## config.mk

```make
export PLATFORM = sky130hd
export DESIGN_NAME = priority_task_dispatcher
export DESIGN_NICKNAME = d
export VERILOG_FILES = /design/src/sv/pdq_pkg.sv /design/src/sv/pdq_front.sv /design/src/sv/pdq_rfifo.sv /design/src/sv/pdq_back.sv /design/src/sv/priority_task_dispatcher.sv
export SDC_FILE = /design/constraint.sdc
export NUM_CORES = 1
export LEC_CHECK = 0
export BUFFER_PORTS_ARGS = -buffer_cell sky130_fd_sc_hd__buf_2
export CORE_UTILIZATION = 55
export CTS_BUF_LIST = sky130_fd_sc_hd__clkbuf_4
export CTS_CLUSTER_DIAMETER = 30
export DETAILED_ROUTE_END_ITERATION = 6
export GPL_ROUTABILITY_DRIVEN = 1
export PLACE_DENSITY = 0.78
export SLEW_MARGIN = 20
export SYNTH_ARGS = -nofsm -noshare
export SYNTH_HDL_FRONTEND = slang
export SYNTH_SLANG_ARGS = --single-unit
```

## constraint.sdc

```tcl
create_clock -name clk_i -period 5.9 [get_ports clk_i]
set_input_delay 0.885 -clock clk_i [delete_from_list [all_inputs] [get_ports clk_i]]
set_output_delay 0.885 -clock clk_i [all_outputs]
set_load 0.03 [all_outputs]
```

## src/sv/pdq_pkg.sv

```systemverilog
package pdq_pkg;

  localparam int unsigned QueueDepthDef = 16;
  localparam int unsigned RunSlotsDef   = 16;
  localparam int unsigned NumAgentsDef  = 16;
  localparam int unsigned MaxDispatch   = 16;

  typedef enum logic [2:0] {
    CMD_SUBMIT   = 3'd0,
    CMD_COMPLETE = 3'd1,
    CMD_CANCEL   = 3'd2,
    CMD_PAUSE    = 3'd3,
    CMD_RESUME   = 3'd4,
    CMD_STATUS   = 3'd5
  } cmd_e;

  localparam logic [1:0] KIND_REPLY    = 2'd0;
  localparam logic [1:0] KIND_DISPATCH = 2'd1;
  localparam logic [1:0] KIND_REJECT   = 2'd2;

  localparam logic [0:0] CFG_MAX_RUNNING   = 1'b0;
  localparam logic [0:0] CFG_MAX_PER_AGENT = 1'b1;

  typedef struct packed {
    logic [2:0]  command;
    logic [15:0] task_ref;
    logic [3:0]  agent;
    logic [1:0]  prio;
  } item_t;

  typedef struct packed {
    logic [1:0]  kind;
    logic [15:0] out_task;
    logic [3:0]  out_agent;
    logic        found;
    logic        paused_now;
    logic [4:0]  queued_count;
    logic [4:0]  running_count;
    logic [4:0]  agent_running;
    logic        last;
  } result_t;

  // decoded command handed from front to back
  typedef struct packed {
    cmd_e        op;
    logic [15:0] task_ref;
    logic [3:0]  agent;
    logic [1:0]  prio;
  } cmd_t;

  typedef struct packed {
    logic [4:0] max_running;
    logic [4:0] max_per_agent;
  } cfg_t;

  function automatic logic [4:0] sat5(input logic [15:0] v);
    logic [4:0] r;
    r = (v > 16'd31) ? 5'd31 : v[4:0];
    return r;
  endfunction

endpackage

```

## src/sv/pdq_front.sv

```systemverilog
module pdq_front
  import pdq_pkg::*;
#(
  parameter int unsigned NUM_AGENTS = NumAgentsDef
) (
  input  logic  clk_i,
  input  logic  rst_ni,
  input  logic  push_i,
  output logic  full_o,
  input  item_t item_i,
  input  logic  deq_i,
  output logic  avail_o,
  output cmd_t  cmd_o
);

  logic [3:0] agent_map [16];
  cmd_t       dec;
  cmd_t       buf_q [2];
  logic       wr_ptr_q, wr_ptr_d, rd_ptr_q, rd_ptr_d;
  logic [1:0] cnt_q, cnt_d;
  logic       enq;

  for (genvar g = 0; g < 16; g++) begin : g_amap
    assign agent_map[g] = 4'(g % NUM_AGENTS);
  end

  always_comb begin
    dec.task_ref = item_i.task_ref;
    dec.agent    = agent_map[item_i.agent];
    dec.prio     = item_i.prio;
    case (item_i.command)
      CMD_SUBMIT:   dec.op = CMD_SUBMIT;
      CMD_COMPLETE: dec.op = CMD_COMPLETE;
      CMD_CANCEL:   dec.op = CMD_CANCEL;
      CMD_PAUSE:    dec.op = CMD_PAUSE;
      CMD_RESUME:   dec.op = CMD_RESUME;
      default:      dec.op = CMD_STATUS; // unknown codes only reply
    endcase
  end

  assign full_o  = (cnt_q == 2'd2);
  assign avail_o = (cnt_q != 2'd0);
  assign cmd_o   = buf_q[rd_ptr_q];
  assign enq     = push_i && !full_o;

  always_comb begin
    wr_ptr_d = wr_ptr_q;
    rd_ptr_d = rd_ptr_q;
    cnt_d    = cnt_q;
    if (enq) begin
      wr_ptr_d = !wr_ptr_q;
    end
    if (deq_i && avail_o) begin
      rd_ptr_d = !rd_ptr_q;
    end
    if (enq && !(deq_i && avail_o)) begin
      cnt_d = cnt_q + 2'd1;
    end else if (!enq && deq_i && avail_o) begin
      cnt_d = cnt_q - 2'd1;
    end
  end

  always_ff @(posedge clk_i) begin
    if (enq) begin
      buf_q[wr_ptr_q] <= dec;
    end
  end

  always_ff @(posedge clk_i or negedge rst_ni) begin
    if (!rst_ni) begin
      wr_ptr_q <= 1'b0;
      rd_ptr_q <= 1'b0;
      cnt_q    <= 2'd0;
    end else begin
      wr_ptr_q <= wr_ptr_d;
      rd_ptr_q <= rd_ptr_d;
      cnt_q    <= cnt_d;
    end
  end

endmodule

```

## src/sv/pdq_rfifo.sv

```systemverilog
module pdq_rfifo
  import pdq_pkg::*;
(
  input  logic    clk_i,
  input  logic    rst_ni,
  input  logic    wr_i,
  input  result_t data_i,
  output logic    full_o,
  input  logic    pop_i,
  output logic    empty_o,
  output result_t data_o
);

  result_t    buf_q [2];
  logic       wr_ptr_q, rd_ptr_q;
  logic [1:0] cnt_q, cnt_d;
  logic       wr, rd;

  assign full_o  = (cnt_q == 2'd2);
  assign empty_o = (cnt_q == 2'd0);
  assign data_o  = buf_q[rd_ptr_q];
  assign wr      = wr_i && !full_o;
  assign rd      = pop_i && !empty_o;

  always_comb begin
    cnt_d = cnt_q;
    if (wr && !rd) begin
      cnt_d = cnt_q + 2'd1;
    end else if (!wr && rd) begin
      cnt_d = cnt_q - 2'd1;
    end
  end

  always_ff @(posedge clk_i) begin
    if (wr) begin
      buf_q[wr_ptr_q] <= data_i;
    end
  end

  always_ff @(posedge clk_i or negedge rst_ni) begin
    if (!rst_ni) begin
      wr_ptr_q <= 1'b0;
      rd_ptr_q <= 1'b0;
      cnt_q    <= 2'd0;
    end else begin
      wr_ptr_q <= wr ? !wr_ptr_q : wr_ptr_q;
      rd_ptr_q <= rd ? !rd_ptr_q : rd_ptr_q;
      cnt_q    <= cnt_d;
    end
  end

endmodule

```

## src/sv/pdq_back.sv

```systemverilog
module pdq_back
  import pdq_pkg::*;
#(
  parameter int unsigned QUEUE_DEPTH = QueueDepthDef,
  parameter int unsigned RUN_SLOTS   = RunSlotsDef,
  parameter int unsigned NUM_AGENTS  = NumAgentsDef
) (
  input  logic    clk_i,
  input  logic    rst_ni,
  input  cfg_t    cfg_i,
  input  logic    avail_i,
  input  cmd_t    cmd_i,
  output logic    deq_o,
  output logic    res_wr_o,
  output result_t res_o,
  input  logic    res_full_i
);

  localparam int unsigned QIW = (QUEUE_DEPTH > 1) ? $clog2(QUEUE_DEPTH) : 1;
  localparam int unsigned QCW = $clog2(QUEUE_DEPTH + 1);
  localparam int unsigned RIW = (RUN_SLOTS > 1) ? $clog2(RUN_SLOTS) : 1;
  localparam int unsigned RCW = $clog2(RUN_SLOTS + 1);
  localparam int unsigned AW  = (NUM_AGENTS > 1) ? $clog2(NUM_AGENTS) : 1;
  localparam int unsigned DCW = $clog2(MaxDispatch + 1);

  typedef struct packed {
    logic [15:0] id;
    logic [3:0]  agent;
    logic [1:0]  prio;
  } pend_t;

  typedef enum logic [15:0] {
    ST_IDLE   = 16'h0001,
    ST_EXEC   = 16'h0002,
    ST_PS_RD  = 16'h0004,
    ST_PS_CMP = 16'h0008,
    ST_RS_RD  = 16'h0010,
    ST_RS_CMP = 16'h0020,
    ST_CL_A   = 16'h0040,
    ST_CL_B   = 16'h0080,
    ST_DS_RD  = 16'h0100,
    ST_DS_CMP = 16'h0200,
    ST_DL_A   = 16'h0400,
    ST_DL_B   = 16'h0800,
    ST_RL_A   = 16'h1000,
    ST_RL_B   = 16'h2000
  } state_e;

  state_e state_q, state_d;

  // memories
  pend_t       pend_mem [QUEUE_DEPTH];
  logic [15:0] run_mem  [RUN_SLOTS];
  logic [4:0]  ld_mem   [NUM_AGENTS];
  pend_t       pd_rd_q;
  logic [15:0] rm_rd_q;
  logic [4:0]  ld_rd_q;
  logic        ld_vrd_q;

  logic              pd_we;
  logic [QIW-1:0]    pd_waddr;
  pend_t             pd_wdata;
  logic              rm_we;
  logic [RIW-1:0]    rm_waddr;
  logic              ld_we;
  logic [4:0]        ld_wdata;

  logic [QUEUE_DEPTH-1:0] pend_vld_q, pend_vld_d;
  logic [RUN_SLOTS-1:0]   run_vld_q, run_vld_d;
  logic [NUM_AGENTS-1:0]  ld_vld_q, ld_vld_d;

  logic [QCW-1:0] pend_cnt_q, pend_cnt_d;
  logic [RCW-1:0] run_cnt_q, run_cnt_d;
  logic [15:0]    next_id_q, next_id_d;
  logic           pause_q, pause_d;
  cmd_t           cmd_q, cmd_d;
  logic [1:0]     kind_q, kind_d;
  logic [15:0]    task_q, task_d;
  logic           found_q, found_d;
  logic [QCW-1:0] scan_q, scan_d;
  logic [RCW-1:0] rscan_q, rscan_d;
  logic [AW-1:0]  ld_addr_q, ld_addr_d;
  logic [DCW-1:0] ndisp_q, ndisp_d;
  logic           best_vld_q, best_vld_d;
  logic [QIW-1:0] best_idx_q, best_idx_d;
  pend_t          best_q, best_d;
  logic [15:0]    best_age_q, best_age_d;

  logic [QIW-1:0] pfree;
  logic [RIW-1:0] rfree;
  logic [15:0]    age;
  logic [4:0]     load;
  logic           start_disp;

  always_comb begin
    pfree = '0;
    for (int i = QUEUE_DEPTH - 1; i >= 0; i--) begin
      if (!pend_vld_q[i]) begin
        pfree = QIW'(i);
      end
    end
    rfree = '0;
    for (int i = RUN_SLOTS - 1; i >= 0; i--) begin
      if (!run_vld_q[i]) begin
        rfree = RIW'(i);
      end
    end
  end

  assign age  = next_id_q - pd_rd_q.id;
  assign load = ld_vrd_q ? ld_rd_q : 5'd0;

  always_comb begin
    state_d    = state_q;
    pend_vld_d = pend_vld_q;
    run_vld_d  = run_vld_q;
    ld_vld_d   = ld_vld_q;
    pend_cnt_d = pend_cnt_q;
    run_cnt_d  = run_cnt_q;
    next_id_d  = next_id_q;
    pause_d    = pause_q;
    cmd_d      = cmd_q;
    kind_d     = kind_q;
    task_d     = task_q;
    found_d    = found_q;
    scan_d     = scan_q;
    rscan_d    = rscan_q;
    ld_addr_d  = ld_addr_q;
    ndisp_d    = ndisp_q;
    best_vld_d = best_vld_q;
    best_idx_d = best_idx_q;
    best_d     = best_q;
    best_age_d = best_age_q;
    pd_we      = 1'b0;
    pd_waddr   = pfree;
    pd_wdata   = '0;
    rm_we      = 1'b0;
    rm_waddr   = rfree;
    ld_we      = 1'b0;
    ld_wdata   = '0;
    deq_o      = 1'b0;
    res_wr_o   = 1'b0;
    res_o      = '0;
    start_disp = 1'b0;

    case (state_q)
      ST_IDLE: begin
        if (avail_i) begin
          deq_o   = 1'b1;
          cmd_d   = cmd_i;
          kind_d  = KIND_REPLY;
          task_d  = '0;
          found_d = 1'b0;
          state_d = ST_EXEC;
        end
      end
      ST_EXEC: begin
        case (cmd_q.op)
          CMD_SUBMIT: begin
            if (32'(pend_cnt_q) == QUEUE_DEPTH) begin
              kind_d = KIND_REJECT;
            end else begin
              pd_we             = 1'b1;
              pd_wdata.id       = next_id_q;
              pd_wdata.agent    = cmd_q.agent;
              pd_wdata.prio     = cmd_q.prio;
              pend_vld_d[pfree] = 1'b1;
              pend_cnt_d        = pend_cnt_q + 1'b1;
              task_d            = next_id_q;
              next_id_d         = next_id_q + 16'd1;
            end
            start_disp = 1'b1;
          end
          CMD_COMPLETE: begin
            rscan_d = '0;
            state_d = ST_RS_RD;
          end
          CMD_CANCEL: begin
            scan_d  = '0;
            state_d = ST_PS_RD;
          end
          CMD_PAUSE: begin
            pause_d = 1'b1;
            state_d = ST_RL_A;
          end
          CMD_RESUME: begin
            pause_d    = 1'b0;
            start_disp = 1'b1;
          end
          default: begin
            state_d = ST_RL_A;
          end
        endcase
      end
      ST_PS_RD: begin
        if (32'(scan_q) == QUEUE_DEPTH) begin
          state_d = ST_RL_A;
        end else if (pend_vld_q[scan_q[QIW-1:0]]) begin
          state_d = ST_PS_CMP;
        end else begin
          scan_d = scan_q + 1'b1;
        end
      end
      ST_PS_CMP: begin
        if (pd_rd_q.id == cmd_q.task_ref) begin
          pend_vld_d[scan_q[QIW-1:0]] = 1'b0;
          pend_cnt_d                  = pend_cnt_q - 1'b1;
          found_d                     = 1'b1;
        end
        scan_d  = scan_q + 1'b1;
        state_d = ST_PS_RD;
      end
      ST_RS_RD: begin
        if (32'(rscan_q) == RUN_SLOTS) begin
          state_d = ST_CL_A;
        end else if (run_vld_q[rscan_q[RIW-1:0]]) begin
          state_d = ST_RS_CMP;
        end else begin
          rscan_d = rscan_q + 1'b1;
        end
      end
      ST_RS_CMP: begin
        if (rm_rd_q == cmd_q.task_ref) begin
          run_vld_d[rscan_q[RIW-1:0]] = 1'b0;
          run_cnt_d                   = run_cnt_q - 1'b1;
          state_d                     = ST_CL_A;
        end else begin
          rscan_d = rscan_q + 1'b1;
          state_d = ST_RS_RD;
        end
      end
      ST_CL_A: begin
        state_d = ST_CL_B;
      end
      ST_CL_B: begin
        if (load != 5'd0) begin
          ld_we    = 1'b1;
          ld_wdata = load - 5'd1;
        end
        start_disp = 1'b1;
      end
      ST_DS_RD: begin
        if (32'(scan_q) == QUEUE_DEPTH) begin
          if (!best_vld_q || 32'(run_cnt_q) >= 32'(cfg_i.max_running)
              || 32'(run_cnt_q) == RUN_SLOTS) begin
            state_d = ST_RL_A;
          end else begin
            ld_addr_d = AW'(best_q.agent);
            state_d   = ST_DL_A;
          end
        end else if (pend_vld_q[scan_q[QIW-1:0]]) begin
          state_d = ST_DS_CMP;
        end else begin
          scan_d = scan_q + 1'b1;
        end
      end
      ST_DS_CMP: begin
        // strict compare keeps the oldest among equal priority
        if (!best_vld_q || pd_rd_q.prio > best_q.prio
            || (pd_rd_q.prio == best_q.prio && age > best_age_q)) begin
          best_vld_d = 1'b1;
          best_idx_d = scan_q[QIW-1:0];
          best_d     = pd_rd_q;
          best_age_d = age;
        end
        scan_d  = scan_q + 1'b1;
        state_d = ST_DS_RD;
      end
      ST_DL_A: begin
        state_d = ST_DL_B;
      end
      ST_DL_B: begin
        if (load >= cfg_i.max_per_agent) begin
          state_d = ST_RL_A;
        end else if (!res_full_i) begin
          pend_vld_d[best_idx_q] = 1'b0;
          pend_cnt_d             = pend_cnt_q - 1'b1;
          rm_we                  = 1'b1;
          run_vld_d[rfree]       = 1'b1;
          run_cnt_d              = run_cnt_q + 1'b1;
          ld_we                  = 1'b1;
          ld_wdata               = sat5(16'(load) + 16'd1);
          ndisp_d                = ndisp_q + 1'b1;
          res_wr_o               = 1'b1;
          res_o.kind             = KIND_DISPATCH;
          res_o.out_task         = best_q.id;
          res_o.out_agent        = best_q.agent;
          res_o.paused_now       = pause_q;
          res_o.queued_count     = sat5(16'(pend_cnt_d));
          res_o.running_count    = sat5(16'(run_cnt_d));
          res_o.agent_running    = ld_wdata;
          if (32'(ndisp_q) == MaxDispatch - 1) begin
            state_d = ST_RL_A;
          end else begin
            scan_d     = '0;
            best_vld_d = 1'b0;
            state_d    = ST_DS_RD;
          end
        end
      end
      ST_RL_A: begin
        state_d = ST_RL_B;
      end
      ST_RL_B: begin
        if (!res_full_i) begin
          res_wr_o            = 1'b1;
          res_o.kind          = kind_q;
          res_o.out_task      = task_q;
          res_o.found         = found_q;
          res_o.paused_now    = pause_q;
          res_o.queued_count  = sat5(16'(pend_cnt_q));
          res_o.running_count = sat5(16'(run_cnt_q));
          res_o.agent_running = load;
          res_o.last          = 1'b1;
          state_d             = ST_IDLE;
        end
      end
      default: begin
        state_d = ST_IDLE;
      end
    endcase

    if (start_disp) begin
      ndisp_d    = '0;
      scan_d     = '0;
      best_vld_d = 1'b0;
      state_d    = pause_d ? ST_RL_A : ST_DS_RD;
    end
    // the command's own agent load is read ahead of the complete update and the reply
    if (state_d == ST_RL_A || state_d == ST_CL_A) begin
      ld_addr_d = AW'(cmd_q.agent);
    end
    if (ld_we) begin
      ld_vld_d[ld_addr_q] = 1'b1;
    end
  end

  always_ff @(posedge clk_i) begin
    if (pd_we) begin
      pend_mem[pd_waddr] <= pd_wdata;
    end
    pd_rd_q <= pend_mem[scan_q[QIW-1:0]];
  end

  always_ff @(posedge clk_i) begin
    if (rm_we) begin
      run_mem[rm_waddr] <= best_q.id;
    end
    rm_rd_q <= run_mem[rscan_q[RIW-1:0]];
  end

  always_ff @(posedge clk_i) begin
    if (ld_we) begin
      ld_mem[ld_addr_q] <= ld_wdata;
    end
    ld_rd_q <= ld_mem[ld_addr_q];
  end

  always_ff @(posedge clk_i) begin
    cmd_q      <= cmd_d;
    task_q     <= task_d;
    best_idx_q <= best_idx_d;
    best_q     <= best_d;
    best_age_q <= best_age_d;
  end

  always_ff @(posedge clk_i or negedge rst_ni) begin
    if (!rst_ni) begin
      state_q    <= ST_IDLE;
      pend_vld_q <= '0;
      run_vld_q  <= '0;
      ld_vld_q   <= '0;
      ld_vrd_q   <= 1'b0;
      pend_cnt_q <= '0;
      run_cnt_q  <= '0;
      next_id_q  <= '0;
      pause_q    <= 1'b0;
      kind_q     <= KIND_REPLY;
      found_q    <= 1'b0;
      scan_q     <= '0;
      rscan_q    <= '0;
      ld_addr_q  <= '0;
      ndisp_q    <= '0;
      best_vld_q <= 1'b0;
    end else begin
      state_q    <= state_d;
      pend_vld_q <= pend_vld_d;
      run_vld_q  <= run_vld_d;
      ld_vld_q   <= ld_vld_d;
      ld_vrd_q   <= ld_vld_q[ld_addr_q];
      pend_cnt_q <= pend_cnt_d;
      run_cnt_q  <= run_cnt_d;
      next_id_q  <= next_id_d;
      pause_q    <= pause_d;
      kind_q     <= kind_d;
      found_q    <= found_d;
      scan_q     <= scan_d;
      rscan_q    <= rscan_d;
      ld_addr_q  <= ld_addr_d;
      ndisp_q    <= ndisp_d;
      best_vld_q <= best_vld_d;
    end
  end

endmodule

```

## src/sv/priority_task_dispatcher.sv

```systemverilog
// A status, pause or unknown command goes straight to the reply. Each pending-queue
// scan (cancel, each dispatch attempt) skips free entries and reads and compares valid
// ones; each dispatch then reads the agent load; complete searches the run slots the
// same way, stopping on a hit, and then updates the agent load before dispatch.
// Throughput: one command at a time in the back end; 2-entry command and result
// queues decouple the ports. Async active-low reset clears control state and valid bits, limits 4 and 2.
module priority_task_dispatcher
  import pdq_pkg::*;
#(
  parameter int unsigned QUEUE_DEPTH = QueueDepthDef,
  parameter int unsigned RUN_SLOTS   = RunSlotsDef,
  parameter int unsigned NUM_AGENTS  = NumAgentsDef
) (
  input  logic       clk_i,
  input  logic       rst_ni,
  input  logic       push,
  output logic       full,
  input  item_t      item_i,
  output logic       empty,
  input  logic       pop,
  output result_t    result_o,
  input  logic       cfg_we_i,
  input  logic [0:0] cfg_idx_i,
  input  logic [4:0] cfg_data_i
);

  cfg_t    cfg_q;
  logic    avail, deq;
  cmd_t    cmd;
  logic    res_wr, res_full;
  result_t res;

  always_ff @(posedge clk_i or negedge rst_ni) begin
    if (!rst_ni) begin
      cfg_q.max_running   <= 5'd4;
      cfg_q.max_per_agent <= 5'd2;
    end else if (cfg_we_i) begin
      case (cfg_idx_i)
        CFG_MAX_RUNNING:   cfg_q.max_running   <= cfg_data_i;
        CFG_MAX_PER_AGENT: cfg_q.max_per_agent <= cfg_data_i;
        default:           cfg_q <= cfg_q;
      endcase
    end
  end

  pdq_front #(
    .NUM_AGENTS(NUM_AGENTS)
  ) u_front (
    .clk_i  (clk_i),
    .rst_ni (rst_ni),
    .push_i (push),
    .full_o (full),
    .item_i (item_i),
    .deq_i  (deq),
    .avail_o(avail),
    .cmd_o  (cmd)
  );

  pdq_back #(
    .QUEUE_DEPTH(QUEUE_DEPTH),
    .RUN_SLOTS  (RUN_SLOTS),
    .NUM_AGENTS (NUM_AGENTS)
  ) u_back (
    .clk_i     (clk_i),
    .rst_ni    (rst_ni),
    .cfg_i     (cfg_q),
    .avail_i   (avail),
    .cmd_i     (cmd),
    .deq_o     (deq),
    .res_wr_o  (res_wr),
    .res_o     (res),
    .res_full_i(res_full)
  );

  pdq_rfifo u_rfifo (
    .clk_i  (clk_i),
    .rst_ni (rst_ni),
    .wr_i   (res_wr),
    .data_i (res),
    .full_o (res_full),
    .pop_i  (pop),
    .empty_o(empty),
    .data_o (result_o)
  );

  a_no_wr_full: assert property (@(posedge clk_i) disable iff (!rst_ni)
    !(res_wr && res_full))
    else $error("result written while result queue full");

  a_deq_avail: assert property (@(posedge clk_i) disable iff (!rst_ni)
    deq |-> avail)
    else $error("command taken from empty command queue");

  a_reject_id: assert property (@(posedge clk_i) disable iff (!rst_ni)
    (!empty && result_o.kind == KIND_REJECT) |-> (result_o.out_task == 16'd0))
    else $error("rejected submit carries an id");

  a_disp_form: assert property (@(posedge clk_i) disable iff (!rst_ni)
    (!empty && result_o.kind == KIND_DISPATCH) |->
      (!result_o.last && !result_o.paused_now && !result_o.found))
    else $error("malformed dispatch transaction");

endmodule

```

Yosys cells after proc, flatten, opt, wreduce, memory -nomap -nowiden. Memories as Yosys holds them, arrays and structs flattened. A register that Yosys moved wholly into a read port is not among the register bits. Index checks and enable logic that the tools add are counted.

Register bits: 191. RAM bits: 818. Bits in read-only memories: 64. Input port bits: 36. Output and inout port bits: 42. Word-level logic and storage cells: 382. Memories: 6.

Add/sub/neg operators: 15. $lt $le $gt $ge: 18. Equality and inequality tests: 56. Mux-type cells: 177. Bitwise operators: 12. Reduce and logical (&&, ||, !) cells: 68.

Memories: u_back.pend_mem (depth 16, width 22, rd ports 1, clocked after memory_dff 1, wr ports 1, RTL line pdq_back.sv:52) `pend_t pend_mem [QUEUE_DEPTH];`; u_back.run_mem (depth 16, width 16, rd ports 1, clocked after memory_dff 1, wr ports 1, RTL line pdq_back.sv:53) `logic [15:0] run_mem [RUN_SLOTS];`; u_back.ld_mem (depth 16, width 5, rd ports 1, clocked after memory_dff 1, wr ports 1, RTL line pdq_back.sv:54) `logic [4:0] ld_mem [NUM_AGENTS];`; u_rfifo.buf_q (depth 2, width 40, rd ports 1, clocked after memory_dff 0, wr ports 1, RTL line pdq_rfifo.sv:14) `result_t buf_q [2];`; (no name shown) (depth 16, width 4, rd ports 1, clocked after memory_dff 0, wr ports 0, RTL line pdq_front.sv:29) `dec.agent = agent_map[item_i.agent];`; u_front.buf_q (depth 2, width 25, rd ports 1, clocked after memory_dff 1, wr ports 1, RTL line pdq_front.sv:18) `cmd_t buf_q [2];`.

Operators by type and width (number): $mux W16 (24); $pmux W16 S14 (1); $mux W4 (39); $mux W5 (28); $pmux W16 S2 (3); $pmux W16 S3 (2); $mux W22 (4); $and A16 B16 Y16 (3); $not A16 Y16 (3); $or A16 B16 Y16 (3); $mux W1 (39); $mux W13 (3); $mux W18 (2); $pmux W18 S2 (1); $eq A16 B13 Y1 const B (2); $eq A16 B16 Y1 (2); $eq A16 B7 Y1 const B (2); $lt A4 B5 Y1 const B (6); $pmux W5 S3 (2); $add A5 B1 Y5 const B (5); $demux W1 S4 (6); $ge A4 B1 Y1 const B (6); $mux W21 (1); $eq A5 B5 Y1 const B (4); 59 further kinds (155).

Logic depth before layout (Yosys ltp). Gate-level depths: netlist (run 1).

Depth in word-level cells: 24. Mapped depth: 17. Gate-level depth less buffers: 17.

Hierarchy. Synthesis (run 1) repeated with hierarchy kept, for this count alone.

Cell total of the unflattened synthesis: 2493. Area total of the unflattened synthesis: 44296.2 um2.

By module, submodules not included: pdq_back (times used 1, cells an instance 2224, area an instance 38456.9 um2, sequential area each 26867.0 um2); pdq_rfifo (times used 1, cells an instance 144, area an instance 3286.9 um2, sequential area each 2502.4 um2); pdq_front (times used 1, cells an instance 103, area an instance 2124.5 um2, sequential area each 1601.5 um2); priority_task_dispatcher (times used 1, cells an instance 22, area an instance 427.9 um2, sequential area each 252.7 um2).

Least setup slack after synthesis (run 1). OpenSTA, ideal clock, no wires.

Kind: reg-to-reg. Start point: register u_back.next_id_q[0]. End point: register u_back.best_age_q[0] (enable). Library setup time: 0.457 ns. Data arrival time: 5.048 ns. Data required time: 5.443 ns. Setup slack: 0.395 ns. Cell stages (with the launch flop): 17. Buffers on the path: 0. Clock period less this slack: 5.505 ns. Cell sequence: dfrtp_1 > inv_1 > ha_1 > fa_1 > nor2b_1 > o31a_1 > nor2_1 > o21ai_0 > a41oi_1 > a221oi_1 > xor2_1 > ha_1 > nand4_1 > nor2_1 > nand4_1 > nand3_1 > a21oi_1.

Word-level cells in the longest chain between the ends: 5.

Ends and longest elaborated chain: from (decl) (RTL line pdq_back.sv:74) `logic [15:0] next_id_q, next_id_d;`; from (signal assigned) (RTL line pdq_back.sv:393) `next_id_q <= next_id_d;`; $sub A16 B16 Y16 (RTL line pdq_back.sv:110) `assign age = next_id_q - pd_rd_q.id;`; named net u_back.age[14] (RTL line pdq_back.sv:91) `logic [15:0] age;`; $gt A16 B16 Y1 (RTL line pdq_back.sv:260) `|| (pd_rd_q.prio == best_q.prio && age > best_age_q)) begin`; $logic_and A1 B1 Y1 (RTL line pdq_back.sv:260); $logic_or A1 B1 Y1 (RTL line pdq_back.sv:260); $reduce_and A2 Y1 (no line); to (signal assigned) (RTL line pdq_back.sv:364) `best_age_q <= best_age_d;`; to (decl) (RTL line pdq_back.sv:87) `logic [15:0] best_age_q, best_age_d;`.

The timed path passes the listed nets, and every way through them passes these cells. A chain may end at the register's enable or synchronous reset.

Worst setup path after layout (run 1).
Start point: register u_back.next_id_q[0]. End point: register u_back.best_q[5] (netlist bit) (enable).

Word-level cells in the longest chain between the ends: 5.

Ends and longest elaborated chain: $sub A16 B16 Y16 (RTL line pdq_back.sv:110); named net u_back.age[14] (RTL line pdq_back.sv:91); $gt A16 B16 Y1 (RTL line pdq_back.sv:260); $logic_and A1 B1 Y1 (RTL line pdq_back.sv:260); $logic_or A1 B1 Y1 (RTL line pdq_back.sv:260); $reduce_and A2 Y1 (no line); to (signal assigned) (RTL line pdq_back.sv:363) `best_q <= best_d;`; to (decl) (RTL line pdq_back.sv:86) `pend_t best_q, best_d;`.

The timed path passes the listed nets, and every way through them passes these cells.

==> flow_metrics.env, run 1 <==
export IMPL_outcome="finished clean"
export IMPL_worst_setup_path_end_kind="flip-flop"
export IMPL_gp_congestion=0.922
export IMPL_async_reset_ff_frac=0.123
export IMPL_syn_area_per_cell_um2=17.8
export IMPL_fin_crit_ns=5.05
export IMPL_tightest_slew_ns=1.06
export IMPL_hold_start="cfg_data_i[3]"
export IMPL_cp_max_fo=23
export IMPL_r2r_slack_ns=0.85
export IMPL_htreeDepth=5
export IMPL_peakVddDrop_uv=249
export IMPL_area_growth_pct=13.0
export IMPL_grt_max_degree=98
export IMPL_yosys_warnings=0
export IMPL_dp_hpwl_um=61500
export IMPL_grt_pass1_wl_um=151000
export IMPL_fmax_ghz=0.198
export IMPL_dieHeight_um=284
export IMPL_viasPerCell=5.99
export IMPL_cpPeakStageDelay_ns=0.73
export IMPL_hold_viol=0
export IMPL_cts_tree="yes"
export IMPL_synth_edf_count=901
export IMPL_holdCritPathClass="primary input to flip-flop"
export IMPL_critPathRequiredTime_ns=6.67
export IMPL_ys_seq_elements=1076
export IMPL_cp_slowest_cell="a2111oi_0"
export IMPL_crit_path_cell_trace="inv_1, ha_1, fa_1, nor2b_1, o31a_1, nor2_1, o21ai_0, a41oi_1, a221oi_1, xor2_1, ha_1, a21o_1, a2111oi_0, a21oi_4, buf_4"
export IMPL_fin_skew_ns=0.161
export IMPL_clock_path_buffers=4
export IMPL_grt_setup_unrepaired="no"
export IMPL_worstReg2RegEnd="u_back.best_q[5]$_DFFE_PP_"
export IMPL_initial_core_util=0.555
export IMPL_die_width_um=284
export IMPL_arrival_ns=5.82
export IMPL_nets=2920
export IMPL_portBuffers=77
export IMPL_grt_usage=0.250
export IMPL_cts_root_buf="clkbuf_4"
export IMPL_drc=0
export IMPL_wl_per_cell_um=24.1
export IMPL_startpoint_type="flip-flop"
export IMPL_syn_area_mm2=0.0439
export IMPL_synth_cell_types=81
export IMPL_yosysSeqAreaShare=0.712
export IMPL_cts_resized=0
export IMPL_crit_top_cell="ha_1"
export IMPL_ff2ff_path_depth=15
export IMPL_rr_startpoint="u_back.next_id_q[0]$_DFFE_PN0P_"
export IMPL_grt_pass1_vias=25300
export IMPL_cts_clk_slew_worst_paths_ns=0.07
export IMPL_power_density_mw_per_mm2=326
export IMPL_clk_latency_ns=1.19
export IMPL_core_area_mm2=0.0790
export IMPL_grt_overflow=0
export IMPL_min_to="cfg_q[3]$_DFFE_PN0P_"
export IMPL_clock_sinks=1076
export IMPL_fin_setup_tns_ns=0
export IMPL_timing_slew_headroom=0.288
export IMPL_nFillCells=5390
export IMPL_maxCapViolations=0
export IMPL_synthesis_instances=2469
export IMPL_slew_viol_final=0
export IMPL_holdWs_ns=0.0824
export IMPL_netlist_area_leader_share=0.617
export IMPL_finalSetupViolations=0
export IMPL_drive_gt1_frac=0.316
export IMPL_antenna_found_initial=6
export IMPL_p_leak_nw=16.5
export IMPL_wl_um=98600
export IMPL_drt_antenna_violating_nets=0
export IMPL_crit_type="flip-flop to flip-flop"
export IMPL_period_share=0.856
export IMPL_via_count=24400
export IMPL_fp_dieArea_mm2=0.0809
export IMPL_min_delay_path_depth=2
export IMPL_dr_pass1_iters=7
export IMPL_io_pins=78
export IMPL_dr_first_iter_drc_count=2356
export IMPL_cts_buffers=288
export IMPL_synth_ff_type="edfxtp_1"
export IMPL_num_rows=103
export IMPL_synth_area_leader_cell="edfxtp_1"
export IMPL_synthTopCellsByArea="edfxtp_1, mux4_2, dfrtp_1"
critical path: cells and delay by family (launching register included):
kind	cells	cell delay [ns]
buf+inv	2	0.49
simple gates	2	0.23
xor+xnor	1	0.25
compound gates	7	2.38
fa+ha+maj	3	0.95
flops	1	0.45
stage by stage:
step	instance area [um^2]	power (mW)	util	instances	worst slack [ns]
2_1_floorplan	43900	9.46	-	2470	0.395
3_3_place_gp	45700	9.84	0.578	3552	1.03
3_5_place_dp	45700	9.86	0.578	3554	0.977
4_1_cts	49600	16.3	0.628	4082	0.926
5_1_grt	49600	16.8	0.628	4083	0.399
6_report	49600	16.2	0.628	4083	0.851
routing by layer:
layer	track usage	wire [um]	vias up
li1	-	-	10700
met1	0.344	39100	12400
met2	0.394	48300	1197
met3	0.0593	8800	171
met4	0.0888	2310	2
met5	0	17	-
worst max-delay path by stage:
| stage | cells after the start | end | start | slack, ns |
|---|---|---|---|---|
| 2_1_floorplan | 16 | u_back.best_age_q[0]$_DFFE_PP_ | u_back.next_id_q[0]$_DFFE_PN0P_ | 0.40 |
| 3_3_place_gp | 15 | u_back.best_q[2]$_DFFE_PP_ | u_back.next_id_q[0]$_DFFE_PN0P_ | 1.03 |
| 3_5_place_dp | 15 | u_back.best_q[2]$_DFFE_PP_ | u_back.next_id_q[0]$_DFFE_PN0P_ | 0.98 |
| 4_1_cts | 15 | u_back.best_idx_q[1]$_DFFE_PP_ | u_back.next_id_q[0]$_DFFE_PN0P_ | 0.93 |
| 5_1_grt | 15 | u_back.best_q[9]$_DFFE_PP_ | u_back.next_id_q[0]$_DFFE_PN0P_ | 0.40 |
| 6_report | 15 | u_back.best_q[5]$_DFFE_PP_ | u_back.next_id_q[0]$_DFFE_PN0P_ | 0.85 |
synth_stat cells, types with 45 or more instances:
cell type / number
a21oi_1: 50
clkbuf_1: 55
dfrtp_1: 129
edfxtp_1: 901
ha_1: 63
inv_1: 83
mux2_2: 80
mux4_2: 227
nand2_1: 104
nor2_1: 111
o21ai_0: 103
xnor2_1: 45
registers in the layout, summed over array words and instances, names as in the netlist, 22 cells and up:
signal and count:
u_rfifo.buf_q 80, u_front.buf_q 50, u_back.pd_rd_q 22, u_back.cmd_q 25, u_back.best_q 22, u_back.run_mem 256
u_back.pend_mem 352, u_back.ld_mem 80
cell type report:
class / instances / area (um^2) / area share
flip-flops and latches: 1076 / 31200 / 0.630
well taps: 1050 / 1310 / 0.0265
repair buffers: 163 / 1130 / 0.0227
multi-input cells: 1206 / 12000 / 0.241
clock inverters: 80 / 462 / 0.00931
clock buffers: 422 / 3170 / 0.0639
diodes: 1 / 2.50 / 0.0000504
inverters: 85 / 319 / 0.00643
where the power goes:
part           switching, mW  internal [mW]
Clock                   2.93           3.50
Combinational          0.724          0.468
Sequential             0.177           8.34
Total                   3.84           12.3
layout by cell type, fill, tap and decap left out, drive strengths merged, types with 8 or more instances in the layout:
master / instances
edfxtp: 901
clkbuf: 422
mux4: 229
buf: 137
dfrtp: 129
nor2: 111
nand2: 104
o21ai: 104
inv: 91
mux2: 80
clkinv: 69
ha: 63
a21oi: 50
xnor2: 45
and2: 43
xor2: 43
dfxtp: 43
nand4: 33
nand3: 32
dlygate4sd3: 26
nor4: 20
a22o: 18
o21bai: 18
and3: 18
nand2b: 17
nor2b: 16
nor3: 16
a21o: 14
a31oi: 11
o31ai: 10
or2: 9
and4: 8
what timing repair did:
action,4_1_cts,5_1_grt
endpoints found under the hold margin,141,0
hold buffers,26,0
setup buffers,0,0
cells by family (layout without fill, tap and decap cells):
family / after synthesis / in the layout / synth area share
other: 1 / 3 / 0.0000855
buffers and inverters: 188 / 750 / 0.0175
DFF: 1076 / 1076 / 0.712
xor gates and xnor gates: 88 / 88 / 0.0176
AOI/OAI and AO/OA: 284 / 284 / 0.0411
adders and majority gates: 65 / 65 / 0.0186
muxes: 310 / 310 / 0.138
and+or+nand+nor: 457 / 457 / 0.0550
Note: power is estimated with default switching activity, not from simulation.
==> run 2: changes to the inputs <==
--- a/config.mk
+++ b/config.mk
@@ -11,8 +11,8 @@
 export CTS_CLUSTER_DIAMETER = 30
 export DETAILED_ROUTE_END_ITERATION = 6
 export GPL_ROUTABILITY_DRIVEN = 1
-export PLACE_DENSITY = 0.78
-export SLEW_MARGIN = 20
+export PLACE_DENSITY = 0.81
+export SLEW_MARGIN = 25
 export SYNTH_ARGS = -nofsm -noshare
 export SYNTH_HDL_FRONTEND = slang
 export SYNTH_SLANG_ARGS = --single-unit
==> constraint.sdc (replaced) <==
create_clock -name clk_i -period 6 [get_ports clk_i]
set_input_delay 0.9 -clock clk_i [delete_from_list [all_inputs] [get_ports clk_i]]
set_output_delay 0.9 -clock clk_i [all_outputs]
set_load 0.03 [all_outputs]
==> run 2 against run 1 <==
Count of clock-buffer cells in the layout shrank 5; final cell count decreased by 0.27%; sequential power down 2%; utilization decreased by 0.090 points; critical path type unchanged; hold slack gained 0.039 ns; sequential share of layout area grew 0.091 points.
==> flow_metrics.env, run 2 (synthesis gave the netlist of run 1 again) <==
export IMPL_holdCritPathClass="primary input to flip-flop"
export IMPL_slew_viol_final=0
export IMPL_htreeDepth=5
export IMPL_cp_startpoint="u_back.next_id_q[0]$_DFFE_PN0P_"
export IMPL_grt_max_degree=103
export IMPL_die_width_um=284
export IMPL_grt_pass1_wl_um=150000
export IMPL_clock_sinks=1076
export IMPL_crit_family="compound AO/OA/AOI/OAI gates"
export IMPL_largest_register_ff_count=352
export IMPL_gp_congestion=0.923
export IMPL_worst_setup_path_end_kind="flip-flop"
export IMPL_fmax_ghz=0.196
export IMPL_wl_met3_um=8780
export IMPL_dieHeight_um=284
export IMPL_finalSetupViolations=0
export IMPL_wl_met1_um=39100
export IMPL_grt_pass1_vias=25300
export IMPL_ctsHoldBuffers=25
export IMPL_fin_skew_ns=0.127
export IMPL_cts_tree="yes"
export IMPL_final_cell_mix="edfxtp_1, clkbuf_4, mux4_2, dfrtp_1, nand2_1"
export IMPL_largestRegisters="u_back.pend_mem (352), u_back.run_mem (256)"
export IMPL_period_share=0.850
export IMPL_nets=2915
export IMPL_area_growth_pct=12.9
export IMPL_cp_slowest_cell="a2111oi_0"
export IMPL_rr_startpoint="u_back.next_id_q[0]$_DFFE_PN0P_"
export IMPL_grt_usage=0.251
export IMPL_hold_start="cfg_data_i[1]"
export IMPL_fp_dieArea_mm2=0.0809
export IMPL_cts_clk_slew_worst_paths_ns=0.07
export IMPL_finalCoreUtilization=0.627
export IMPL_crit_top_cell="ha_1"
export IMPL_cts_setup_buffers=0
export IMPL_hold_viol=0
export IMPL_dr_pass1_iters=7
export IMPL_dp_hpwl_um=62800
export IMPL_grt_overflow=0
export IMPL_num_rows=103
export IMPL_clock_path_buffers=4
export IMPL_drc=0
export IMPL_cp_num_buf_inv=2
export IMPL_dr_wl_met2_um=48600
export IMPL_antenna_found_initial=2
export IMPL_via_count=24700
export IMPL_drt_antenna_violating_nets=0
export IMPL_critPathRequiredTime_ns=6.77
export IMPL_portBuffers=77
export IMPL_io_pins=78
export IMPL_clk_latency_ns=1.14
export IMPL_crit_type="flip-flop to flip-flop"
export IMPL_startpoint_type="flip-flop"
export IMPL_routed_top_layer="met4"
export IMPL_outcome="finished clean"
export IMPL_viasPerCell=6.07
export IMPL_dr_first_iter_drc_count=2589
export IMPL_maxCapViolations=0
export IMPL_cts_root_buf="clkbuf_4"
export IMPL_fin_setup_tns_ns=0
export IMPL_core_area_mm2=0.0790
export IMPL_final_common_cell="edfxtp_1"
export IMPL_fin_crit_ns=5.10
export IMPL_wl_per_cell_um=24.4
export IMPL_p_leak_nw=16.4
export IMPL_cts_buffers=287
export IMPL_cp_max_fo=24
export IMPL_tightest_slew_ns=1.09
export IMPL_top_register="u_back.pend_mem"
export IMPL_peakVddDrop_uv=185
export IMPL_cpPeakStageDelay_ns=0.69
export IMPL_drive_gt1_frac=0.311
export IMPL_initial_core_util=0.555
export IMPL_cts_resized=0
export IMPL_power_density_mw_per_mm2=320
export IMPL_timing_slew_headroom=0.271
export IMPL_arrival_ns=5.87
export IMPL_wl_um=99300
export IMPL_crit_path_cell_trace="inv_1, ha_1, fa_1, nor2b_1, o31a_1, nor2_1, o21ai_0, a41oi_1, a221oi_1, xor2_1, ha_1, a21o_1, a2111oi_0, a21oi_4, buf_4"
export IMPL_grt_setup_unrepaired="no"
run 2: changes by cell type in the layout (fill, tap and decap cells not counted), moves of 2 or more:
cell / delta
buf_16: +2
clkinv_1: +9
clkbuf_4: -5
buf_12: -2
clkinv_2: -10
buf_4: -3
run 2: per-stage QoR:
stage	setup slack, ns	total power [mW]	std cells	hold WS, ns	area (um^2)
final	0.902	15.8	4072	0.121	49500
after global routing	0.480	16.5	4072	0.0491	49500
after CTS	0.933	16.0	4071	0.00288	49500
after detailed placement	1.00	9.74	3551	0.446	45700
after global placement	1.10	9.71	3549	0.436	45600
after floorplan	0.495	9.30	2470	0.386	43900
run 2: cell type report:
cell class | count | area, um^2
Sequential cell | 1076 | 31200
Fill cell | 5376 | 29500
Multi-Input combinational cell | 1206 | 12000
Clock buffer | 417 | 3130
Tap cell | 1050 | 1310
Timing Repair Buffer | 159 | 1110
Clock inverter | 78 | 437
Inverter | 85 | 319
Antenna cell | 1 | 2.50
run 2: report_power, final:
part,internal [mW],total (mW),switching [mW]
combinational,0.461,1.21,0.752
sequential,8.20,8.38,0.178
clock,3.40,6.23,2.83
run 2: path summary, 6_finish.rpt:
path / endpoint / slack, ns / cells after the start
worst max-delay path: u_back.best_idx_q[2]$_DFFE_PP_ / 0.90 / 15
worst min-delay path: cfg_q[6]$_DFFE_PN0P_ / 0.12 / 3
worst max register to register: u_back.best_idx_q[2]$_DFFE_PP_ / 0.90 / 15
worst min register to register: u_back.best_q[1]$_DFFE_PP_ / 0.46 / 0
max in group asynchronous: u_back.scan_q[1]$_DFFE_PN0P_ / 4.42 / 3
min in group asynchronous: u_back.run_vld_q[2]$_DFFE_PN0P_ / 0.47 / 2
run 2: tightest hold or removal path, delay by kind of cell:
| family | cells | cell delay [ns] |
|---|---|---|
| AO/OA/AOI/OAI | 1 | 0.06 |
| buffers and inverters | 1 | 0.09 |
| AND/OR/NAND/NOR | 1 | 0.05 |
run 2: metal layers:
| metal | vias up | GRT usage |
|---|---|---|
| met4 | 0 | 0.100 |
| met2 | 1302 | 0.399 |
| met3 | 211 | 0.0640 |
| met5 | - | 0 |
| met1 | 12600 | 0.334 |
| li1 | 10600 | - |
